[config.mk]
export PLATFORM = sky130hd
export DESIGN_NAME = rgb_to_hsl_converter
export DESIGN_NICKNAME = d
export VERILOG_FILES = /design/src/rtl/rgbhsl_pkg.sv /design/src/rtl/rgb_to_hsl_converter.sv /design/src/rtl/rgbhsl_front.sv /design/src/rtl/rgbhsl_div_cell.sv /design/src/rtl/rgbhsl_back.sv
export SDC_FILE = /design/constraint.sdc
export NUM_CORES = 2
export LEC_CHECK = 0
export BUFFER_PORTS_ARGS = -buffer_cell sky130_fd_sc_hd__buf_4
export CORE_MARGIN = 4
export CORE_UTILIZATION = 60
export DETAILED_ROUTE_END_ITERATION = 12
export GPL_TIMING_DRIVEN = 0
export PLACE_DENSITY = 0.78
export SYNTH_ARGS = -nofsm -noshare
export SYNTH_HDL_FRONTEND = slang
export SYNTH_SLANG_ARGS = --single-unit
[constraint.sdc]
create_clock -name clk -period 31.4 [get_ports clk]
set_input_delay 4.71 -clock clk [delete_from_list [all_inputs] [get_ports clk]]
set_output_delay 4.71 -clock clk [all_outputs]
set_load 0.05 [all_outputs]
[src/rtl/rgbhsl_pkg.sv]
// Shared types and constants for the RGB to HSL converter.
// No dependencies; used by every module under rtl/.
`timescale 1ns / 1ps
`default_nettype none

package rgbhsl_pkg;

  localparam int COMP_W   = 8;   // one color component
  localparam int DIV_W    = 9;   // divisor: twice delta or twice the saturation denominator
  localparam int QUO_W    = 17;  // quotient bits, one per cell
  localparam int NUM_W    = 25;  // widest dividend (saturation)
  localparam int HUE_W    = 15;
  localparam int SAT_W    = 16;
  localparam int SUM_W    = 9;
  localparam int HUE_Q_W  = 12;  // hue term never exceeds 3840
  localparam int NUM_CELLS = QUO_W;

  localparam logic [HUE_W:0] HUE_FULL  = 16'd23040;  // 360 degrees * 64
  localparam logic [HUE_W:0] HUE_120   = 16'd7680;
  localparam logic [HUE_W:0] HUE_240   = 16'd15360;
  localparam logic [12:0]    HUE_SCALE = 13'd7680;   // 2 * 60 * 64
  localparam logic [16:0]    SAT_SCALE = 17'd131070; // 2 * 65535
  localparam logic [SUM_W-1:0] SUM_HALF = 9'd255;
  localparam logic [SUM_W-1:0] SUM_FULL = 9'd510;
  localparam logic [SAT_W-1:0] SAT_MAX  = 16'hFFFF;

  // Which component holds the max (ties go red, then green).
  typedef enum logic [1:0] {
    REGION_RED,
    REGION_GREEN,
    REGION_BLUE
  } region_t;

  // One division lane: partial remainder, divisor, and a word that starts as
  // the low dividend bits and fills with quotient bits from the right.
  typedef struct packed {
    logic [DIV_W-1:0] rem;
    logic [DIV_W-1:0] div;
    logic [QUO_W-1:0] low;
  } lane_t;

  // What one cell hands to the next.
  typedef struct packed {
    logic             valid;
    logic             gray;
    logic             neg;
    region_t          region;
    logic [SUM_W-1:0] sum;
    lane_t            hue;
    lane_t            sat;
  } cell_t;

  typedef struct packed {
    logic [SUM_W-1:0] lightness_sum;
    logic [SAT_W-1:0] saturation;
    logic [HUE_W-1:0] hue;
  } result_t;

endpackage

`default_nettype wire

[src/rtl/rgb_to_hsl_converter.sv]
// RGB to HSL converter: front stage, a row of 17 division cells, back stage
// and an output skid register. Depends on rgbhsl_pkg and all rgbhsl_* modules.
//
// One pixel in per clock, one HSL result out per pixel, in order. A pixel is
// taken every cycle while the output side keeps up; m_tvalid rises once the
// pixel has passed the front stage (loaded at the accepting edge), the 17 cells,
// the back stage and the output register, in that order. The divisions (hue
// term and saturation) run as a chain of restoring-division cells, each
// settling one quotient bit of both lanes per cycle while not stalled, so
// throughput is one item per clock except in a stall. The pipeline advances
// as a whole and stalls only when the two-entry output buffer is full; s_tready
// comes from a register, so there is no combinational path from m_tready.
// Hue is degrees*64 rounded to nearest in 0..23039, saturation is S*65535
// rounded, lightness_sum is max+min. Gray pixels give hue 0, saturation 0.
`timescale 1ns / 1ps
`default_nettype none

module rgb_to_hsl_converter (
  input  wire logic        clk,
  input  wire logic        rst,
  input  wire logic        s_tvalid,
  output logic             s_tready,
  input  wire logic [23:0] s_tdata,   // red [7:0], green [15:8], blue [23:16]
  output logic             m_tvalid,
  input  wire logic        m_tready,
  output logic [39:0]      m_tdata    // hue [14:0], saturation [30:15], lightness_sum [39:31]
);

  // whole pipeline moves while the skid slot is free
  logic                advance;
  logic                skid_valid;
  rgbhsl_pkg::result_t skid_data;
  rgbhsl_pkg::result_t out_data;
  logic                back_valid;
  rgbhsl_pkg::result_t back_data;
  logic                push;

  rgbhsl_pkg::cell_t chain [rgbhsl_pkg::NUM_CELLS+1];

  assign advance  = ~skid_valid;
  assign s_tready = ~skid_valid & ~rst;

  rgbhsl_front u_front (
    .clk      (clk),
    .rst      (rst),
    .en       (advance),
    .in_valid (s_tvalid & s_tready),
    .red      (s_tdata[7:0]),
    .green    (s_tdata[15:8]),
    .blue     (s_tdata[23:16]),
    .q        (chain[0])
  );

  for (genvar i = 0; i < rgbhsl_pkg::NUM_CELLS; i++) begin : g_cell
    rgbhsl_div_cell u_cell (
      .clk (clk),
      .rst (rst),
      .en  (advance),
      .d   (chain[i]),
      .q   (chain[i+1])
    );
  end

  rgbhsl_back u_back (
    .clk       (clk),
    .rst       (rst),
    .en        (advance),
    .d         (chain[rgbhsl_pkg::NUM_CELLS]),
    .out_valid (back_valid),
    .out_data  (back_data)
  );

  // an item leaves the back stage only when the pipeline advances
  assign push = back_valid & advance;

  // output register plus one skid entry
  always_ff @(posedge clk) begin
    if (rst) begin
      m_tvalid   <= 1'b0;
      skid_valid <= 1'b0;
    end else if (m_tready || !m_tvalid) begin
      if (skid_valid) begin
        m_tvalid   <= 1'b1;
        skid_valid <= 1'b0;
      end else begin
        m_tvalid <= push;
      end
    end else if (push) begin
      skid_valid <= 1'b1;
    end
  end

  always_ff @(posedge clk) begin
    if (m_tready || !m_tvalid) begin
      out_data <= skid_valid ? skid_data : back_data;
    end
    if (!(m_tready || !m_tvalid) && push) begin
      skid_data <= back_data;
    end
  end

  assign m_tdata = {out_data.lightness_sum, out_data.saturation, out_data.hue};

`ifndef NO_ASSERTIONS
  // skid entry only fills behind a held output
  a_skid_behind_out: assert property (@(posedge clk) disable iff (rst)
    skid_valid |-> m_tvalid)
    else $error("skid entry valid without output valid");

  a_skid_fill: assert property (@(posedge clk) disable iff (rst)
    $rose(skid_valid) |-> $past(m_tvalid && !m_tready))
    else $error("skid filled while output was free");

  // black pixel: all-zero outputs
  a_gray_zero: assert property (@(posedge clk) disable iff (rst)
    (m_tvalid && m_tdata[39:31] == '0) |-> (m_tdata[30:0] == '0))
    else $error("nonzero hue or saturation for black");

  a_hue_range: assert property (@(posedge clk) disable iff (rst)
    m_tvalid |-> (m_tdata[14:0] < 15'd23040))
    else $error("hue out of range");
`endif

endmodule

`default_nettype wire

[src/rtl/rgbhsl_front.sv]
// Front stage: max/min, hue sector, and the two rounded dividends.
// Depends on rgbhsl_pkg.
`timescale 1ns / 1ps
`default_nettype none

module rgbhsl_front (
  input  wire logic                          clk,
  input  wire logic                          rst,
  input  wire logic                          en,
  input  wire logic                          in_valid,
  input  wire logic [rgbhsl_pkg::COMP_W-1:0] red,
  input  wire logic [rgbhsl_pkg::COMP_W-1:0] green,
  input  wire logic [rgbhsl_pkg::COMP_W-1:0] blue,
  output rgbhsl_pkg::cell_t                  q
);

  logic [rgbhsl_pkg::COMP_W-1:0] mx, mn, p_c, q_c, mag, delta, den;
  logic [rgbhsl_pkg::SUM_W-1:0]  sum;
  rgbhsl_pkg::region_t           region;
  logic                          neg;
  logic [rgbhsl_pkg::NUM_W-1:0]  hue_num, sat_num;
  rgbhsl_pkg::cell_t             d;

  always_comb begin
    mx = red;
    mn = red;
    if (green > mx) mx = green;
    if (blue > mx) mx = blue;
    if (green < mn) mn = green;
    if (blue < mn) mn = blue;
    delta = mx - mn;
    sum   = {1'b0, mx} + {1'b0, mn};

    if (mx == red) begin
      region = rgbhsl_pkg::REGION_RED;
      p_c = green;
      q_c = blue;
    end else if (mx == green) begin
      region = rgbhsl_pkg::REGION_GREEN;
      p_c = blue;
      q_c = red;
    end else begin
      region = rgbhsl_pkg::REGION_BLUE;
      p_c = red;
      q_c = green;
    end
    neg = (p_c < q_c);
    mag = neg ? (q_c - p_c) : (p_c - q_c);

    // den stays below 256 on both sides of the lightness midpoint
    if (sum <= rgbhsl_pkg::SUM_HALF) den = sum[rgbhsl_pkg::COMP_W-1:0];
    else den = 8'(rgbhsl_pkg::SUM_FULL - sum);

    // round to nearest: (2*k*x + d) / (2*d)
    hue_num = rgbhsl_pkg::NUM_W'(mag) * rgbhsl_pkg::NUM_W'(rgbhsl_pkg::HUE_SCALE)
            + rgbhsl_pkg::NUM_W'(delta);
    sat_num = rgbhsl_pkg::NUM_W'(delta) * rgbhsl_pkg::NUM_W'(rgbhsl_pkg::SAT_SCALE)
            + rgbhsl_pkg::NUM_W'(den);

    d.valid    = in_valid;
    d.gray     = (delta == '0);
    d.neg      = neg;
    d.region   = region;
    d.sum      = sum;
    d.hue.div  = {delta, 1'b0};
    d.hue.rem  = {1'b0, hue_num[rgbhsl_pkg::NUM_W-1:rgbhsl_pkg::QUO_W]};
    d.hue.low  = hue_num[rgbhsl_pkg::QUO_W-1:0];
    d.sat.div  = {den, 1'b0};
    d.sat.rem  = {1'b0, sat_num[rgbhsl_pkg::NUM_W-1:rgbhsl_pkg::QUO_W]};
    d.sat.low  = sat_num[rgbhsl_pkg::QUO_W-1:0];
  end

  always_ff @(posedge clk) begin
    if (rst) begin
      q.valid <= 1'b0;
    end else if (en) begin
      q.valid <= d.valid;
    end
    if (en) begin
      q.gray   <= d.gray;
      q.neg    <= d.neg;
      q.region <= d.region;
      q.sum    <= d.sum;
      q.hue    <= d.hue;
      q.sat    <= d.sat;
    end
  end

endmodule

`default_nettype wire

[src/rtl/rgbhsl_div_cell.sv]
// One restoring-division step for both lanes (hue and saturation).
// Depends on rgbhsl_pkg.
`timescale 1ns / 1ps
`default_nettype none

module rgbhsl_div_cell (
  input  wire logic  clk,
  input  wire logic  rst,
  input  wire logic  en,
  input  wire rgbhsl_pkg::cell_t d,
  output rgbhsl_pkg::cell_t q
);

  rgbhsl_pkg::lane_t hue_next, sat_next;

  function automatic rgbhsl_pkg::lane_t div_step(input rgbhsl_pkg::lane_t l);
    logic [rgbhsl_pkg::DIV_W:0] t;
    logic                        ge;
    rgbhsl_pkg::lane_t           r;
    t  = {l.rem, l.low[rgbhsl_pkg::QUO_W-1]};
    ge = (t >= {1'b0, l.div});
    r.div = l.div;
    // remainder stays below the divisor, so the difference fits
    r.rem = ge ? rgbhsl_pkg::DIV_W'(t - {1'b0, l.div}) : t[rgbhsl_pkg::DIV_W-1:0];
    r.low = {l.low[rgbhsl_pkg::QUO_W-2:0], ge};
    return r;
  endfunction

  always_comb begin
    hue_next = div_step(d.hue);
    sat_next = div_step(d.sat);
  end

  always_ff @(posedge clk) begin
    if (rst) begin
      q.valid <= 1'b0;
    end else if (en) begin
      q.valid <= d.valid;
    end
    if (en) begin
      q.gray   <= d.gray;
      q.neg    <= d.neg;
      q.region <= d.region;
      q.sum    <= d.sum;
      q.hue    <= hue_next;
      q.sat    <= sat_next;
    end
  end

endmodule

`default_nettype wire

[src/rtl/rgbhsl_back.sv]
// Back stage: adds the sector base, wraps hue, clamps saturation.
// Depends on rgbhsl_pkg.
`timescale 1ns / 1ps
`default_nettype none

module rgbhsl_back (
  input  wire logic       clk,
  input  wire logic       rst,
  input  wire logic       en,
  input  wire rgbhsl_pkg::cell_t d,
  output logic            out_valid,
  output rgbhsl_pkg::result_t out_data
);

  logic [rgbhsl_pkg::HUE_W:0]   base, hue_raw, hue_wrap;
  logic [rgbhsl_pkg::HUE_Q_W-1:0] hq;
  logic [rgbhsl_pkg::QUO_W-1:0] sq;
  logic [rgbhsl_pkg::SAT_W-1:0] sat;
  rgbhsl_pkg::result_t          r;

  always_comb begin
    case (d.region)
      rgbhsl_pkg::REGION_RED:   base = '0;
      rgbhsl_pkg::REGION_GREEN: base = rgbhsl_pkg::HUE_120;
      rgbhsl_pkg::REGION_BLUE:  base = rgbhsl_pkg::HUE_240;
      default:                  base = '0;
    endcase
    hq = d.hue.low[rgbhsl_pkg::HUE_Q_W-1:0];
    sq = d.sat.low;

    if (d.neg) hue_raw = base + rgbhsl_pkg::HUE_FULL - (rgbhsl_pkg::HUE_W+1)'(hq);
    else hue_raw = base + (rgbhsl_pkg::HUE_W+1)'(hq);
    hue_wrap = (hue_raw >= rgbhsl_pkg::HUE_FULL) ? hue_raw - rgbhsl_pkg::HUE_FULL : hue_raw;

    sat = sq[rgbhsl_pkg::QUO_W-1] ? rgbhsl_pkg::SAT_MAX : sq[rgbhsl_pkg::SAT_W-1:0];

    r.lightness_sum = d.sum;
    r.hue           = d.gray ? '0 : hue_wrap[rgbhsl_pkg::HUE_W-1:0];
    r.saturation    = d.gray ? '0 : sat;
  end

  always_ff @(posedge clk) begin
    if (rst) begin
      out_valid <= 1'b0;
    end else if (en) begin
      out_valid <= d.valid;
    end
  end

  always_ff @(posedge clk) begin
    if (en) begin
      out_data <= r;
    end
  end

endmodule

`default_nettype wire

### After elaboration in Yosys (flattened, before gate mapping)

Cells that the tools add are included.

| storage, ports and cells | value |
|---|---|
| register bits | 1558 |
| logic and storage cells | 356 |
| output and inout port bits | 42 |
| bits of input ports | 28 |

| cells by class | value |
|---|---|
| $lt $le $gt $ge | 41 |
| bitwise logic cells | 5 |
| multiplexer cells | 49 |
| add/subtract/negate cells | 43 |
| equal/unequal tests | 4 |
| reduce and logical (&&, ||, !) cells | 6 |
| multiply operators | 2 |

Operators with widths:

| cell | count |
|---|---|
| $ge A10 B9 Y1 | 32 |
| $mux W9 | 32 |
| $sub A9 B9 Y9 | 32 |
| $mux W8 | 10 |
| $mux W40 | 1 |
| $mux W16 | 2 |
| $pmux W14 S2 | 1 |
| $add A25 B8 Y25 | 1 |
| $lt A8 B8 Y1 | 3 |
| $mul A8 B16 Y24 const B | 1 |
| $sub A8 B8 Y8 | 3 |
| $add A21 B8 Y22 | 1 |
| $ge A9 B9 Y1 | 2 |
| $add A14 B15 Y16 const B | 1 |
| $eq A8 B8 Y1 | 2 |
| $ge A16 B15 Y1 const B | 1 |
| $gt A8 B8 Y1 | 2 |
| $sub A16 B12 Y16 | 1 |
| $add A14 B12 Y15 | 1 |
| $mux W15 | 1 |
| $sub A15 B15 Y15 const B | 1 |
| $mul A8 B4 Y12 const B | 1 |
| $add A8 B8 Y9 | 1 |
| $le A9 B8 Y1 const B | 1 |
| 12 further kinds | 16 |

### Logic depth before layout (Yosys ltp)

| depth | value |
|---|---|
| word-level depth | 11 |
| depth in mapped cells | 46 |
| depth with buffers taken out | 43 |

### By module

Synthesis repeated with hierarchy kept, for this count alone.

| unflattened totals | value |
|---|---|
| cell total of the unflattened synthesis | 5120 |
| area, all modules | 74819.3 µm² |

By module, submodules not included:

| module | cells each | area an instance (µm²) | instances | seq. area each (µm²) |
|---|---|---|---|---|
| rgbhsl_div_cell at g_cell[0].u_cell ... | 229 | 3573.4 | 16 | 2512.4 |
| rgbhsl_front | 873 | 8548.2 | 1 | 1911.8 |
| rgbhsl_div_cell at g_cell[12].u_cell | 229 | 3567.2 | 1 | 2512.4 |
| rgb_to_hsl_converter | 135 | 3158.0 | 1 | 2442.3 |
| rgbhsl_back | 219 | 2371.0 | 1 | 1221.2 |

### Worst setup path after synthesis

No wires, ideal clock.

| path | value |
|---|---|
| kind | register -> register |
| start point | register skid_valid |
| end point | register g_cell[0].u_cell.q[0] in the netlist's numbering (enable) |
| path buffers | 2 |
| library setup time | 1541 ps |
| data required time | 29859 ps |
| data arrival time | 23920 ps |
| period minus slack after synthesis | 25462 ps |
| path slack | 5938 ps |
| cell stages (with the launch flop) | 4 |
| cell sequence | dfxtp_1 clkbuf_1 buf_1 inv_1 |

RTL lines:

| what | line | RTL |
|---|---|---|
| start, declared | rgb_to_hsl_converter.sv:31 | `logic skid_valid;` |
| start signal, assigned | rgb_to_hsl_converter.sv:80 | `skid_valid <= 1'b0;` |
| start signal, assigned | rgb_to_hsl_converter.sv:84 | `skid_valid <= 1'b0;` |
| start signal, assigned | rgb_to_hsl_converter.sv:89 | `skid_valid <= 1'b1;` |
| end, declared | rgbhsl_div_cell.sv:11 | `output rgbhsl_pkg::cell_t q` |

No word-level cell between the ends.

==> flow_summary_export.csv <==
group,metric,value,unit
critical_path,worst-path-stages,43,
clock_network,cts_hold_buf,0,
placement,numPortBuffers,68,
clock_network,htreeDepth,4,
synthesis,syn_inst,4358,
clock_network,clockBufferDepth,3,
die,io_pins,70,
routing,ant_nets,0,
clock_network,post_cts_buffers,0,
critical_path,critPathTopFamily,"adder cells",
cells_and_area,diodes,0,
critical_path,critPathKind,"in -> reg",
grt,grt_overflow,0,
clock_network,clock_sinks,1308,
cells_and_area,layout_commonest_cell,"edfxtp_1",
clock_network,cts_root_buffer,"clkbuf_16",
grt,grt_pass1_vias,34100,
critical_path,reg2regPathDepth,7,
synthesis,syn_nets,4862,
die,core.rowCount,116,
sta,final.setup_skew,0.0215,ns
routing,drc,0,
sta,slew_headroom,0.365,
critical_path,cp.arrival,15.93,ns
sta,hold_viol,0,
synthesis,yosysTopAreaCell,"edfxtp_1",
synthesis,syn_area,0.0609,mm2
critical_path,endpoint_kind,"flip-flop",
cells_and_area,area_growth,10.9,%
routing,finalWirelength,99.2,mm
die,core_area,0.100,mm2
synthesis,synth-main-ff-cell,"edfxtp_1",
grt,grt_max_degree,147,
routing,drtPass1Iterations,8,
placement,hpwlAfterDp,69.2,mm
sta,worst_slew_pin_slew,0.946,ns
synthesis,synth_cell_types,86,
sta,fmax,64.6,MHz
grt,track_usage,0.186,
synthesis,synthArstFlopShare,0,
clock_network,clk_latency,0.71,ns
outcome,status,"complete, no violations",
routing,drt-initial-drc-count,2200,
sta,period_minus_slack,15.49,ns
critical_path,crit_buf_inv,8,
sta,setup_viol,0,
min_path,whs_path_depth,0,
die,die_h,326,um
critical_path,startpoint_type,"input pin",
job,maxCapViolCount,0,
routing,via_per_inst,5.56,
synthesis,ys_seq_elements,1308,
synthesis,ys_seq_area_frac,0.642,
sta,period_share,0.493,
clock_network,clk_pin_slew,0.06,ns
clock_network,tritoncts,"yes",
routing,wire_per_inst,16.5,um
cells_and_area,drive_above_1_share,0.0906,
critical_path,cp.required,31.85,ns
clock_network,cts_buffers,131,
cells_and_area,final_cell_mix,"edfxtp_1, inv_1, ha_1",
sta,setup-tns-final,0,ns
synthesis,synth_top_area_frac,0.635,
cells_and_area,nNetsFinal,5076,
critical_path,cpMaxStageDelayCell,"a2111oi_2",
critical_path,max_stage_delay,0.66,ns
synthesis,synth_area_leaders,"edfxtp_1, ha_1, inv_1, xnor2_1, fa_1",
die,start_util,0.606,
placement,globalplace.congestion,0.894,
min_path,min_path_type,"reg -> reg",
grt,grt_pass1_wl,163,mm
sta,slew_violations,0,
synthesis,synth_edf_count,1287,
synthesis,yosys_warnings,0,
critical_path,crit_path_max_fanout,10,
sta,rsz0062_at_grt,"no",
routing,vias,33500,
synthesis,avgSynthCellArea,14.0,um2
grt,antenna_found_initial,0,
die,die_x,326,um
die,dieArea,0.107,mm2
clock_network,cts_resized,0,
[state kept, by name, indices dropped and copies added (netlist names)]
name / flops
skid_data: 40
u_back.out_data: 40
u_front.q: 64
m_tvalid: 1
u_back.out_valid: 1
g_cell.u_cell.q: 1121
skid_valid: 1
m_tdata: 40
[synth_stat cells (all sizes together), types with 10 or more instances]
master  number
a211o       14
a211oi      10
a21o       122
a21oi      281
a31o        14
a31oi       32
buf         17
clkbuf      59
dfxtp       21
edfxtp    1287
fa          73
ha         403
inv        434
mux2       108
mux2i       54
nand2       98
nand2b     100
nand3       44
nand4       69
nor2       290
nor2b      127
nor3        53
o21a        19
o21ai      152
o31ai       44
o41ai       13
or2         14
or3         14
xnor2      167
xor2        83
[metal layers]
layer / global-route usage / vias to the layer above / part of all wire / wire, um
met4: 0.0756 / 0 / 0.037 / 3720
met3: 0.0294 / 272 / 0.037 / 3650
met1: 0.211 / 16100 / 0.39 / 38800
met5: 0 / - / 0 / 0
met2: 0.350 / 690 / 0.53 / 53000
li1: - / 16500 / - / -
[through the flow]
step / setup slack [ns] / hold slack (ns) / util / instance area, um2 / instances
3_3_place_gp: -2.08 / 0.400 / 0.628 / 63100 / 5783
4_1_cts: 15.99 / 0.392 / 0.672 / 67500 / 6026
3_5_place_dp: 15.25 / 0.405 / 0.631 / 63400 / 5796
6_report: 15.91 / 0.404 / 0.672 / 67500 / 6026
5_1_grt: 14.98 / 0.414 / 0.672 / 67500 / 6026
2_1_floorplan: 5.94 / 0.400 / - / 60900 / 4358
[final cells by class]
| class | instances | area [um2] |
|---|---|---|
| clock inverter | 72 | 694 |
| tap | 1357 | 1700 |
| sequential | 1308 | 39100 |
| buffer | 76 | 302 |
| fill | 6853 | 32900 |
| inverter | 434 | 1640 |
| clock buffer | 158 | 3420 |
| timing repair buffer | 81 | 816 |
| multi-input combinational | 2540 | 19900 |
[worst paths after layout]
path | to | slack (ns) | from
max | u_front.q[33] | 15.91 | s_tdata[5]
min | g_cell[10].u_cell.q[36] | 0.40 | g_cell[9].u_cell.q[35]
max reg2reg | u_front.q[48] | 27.39 | skid_valid
min reg2reg | g_cell[10].u_cell.q[36] | 0.40 | g_cell[9].u_cell.q[35]
[logic make-up after synthesis]
group | after synthesis | synth area share
flip-flops | 1308 | 0.642
AO/OA/AOI/OAI | 794 | 0.0833
AND/OR/NAND/NOR | 858 | 0.0712
buffers and inverters | 510 | 0.0317
multiplexers | 162 | 0.0289
adder cells (fa/ha/maj) | 476 | 0.107
XOR/XNOR | 250 | 0.0360
Power is left out: the tool's default activity adds up to more than one toggle a clock period on the data nets, which glitch-free logic cannot reach.
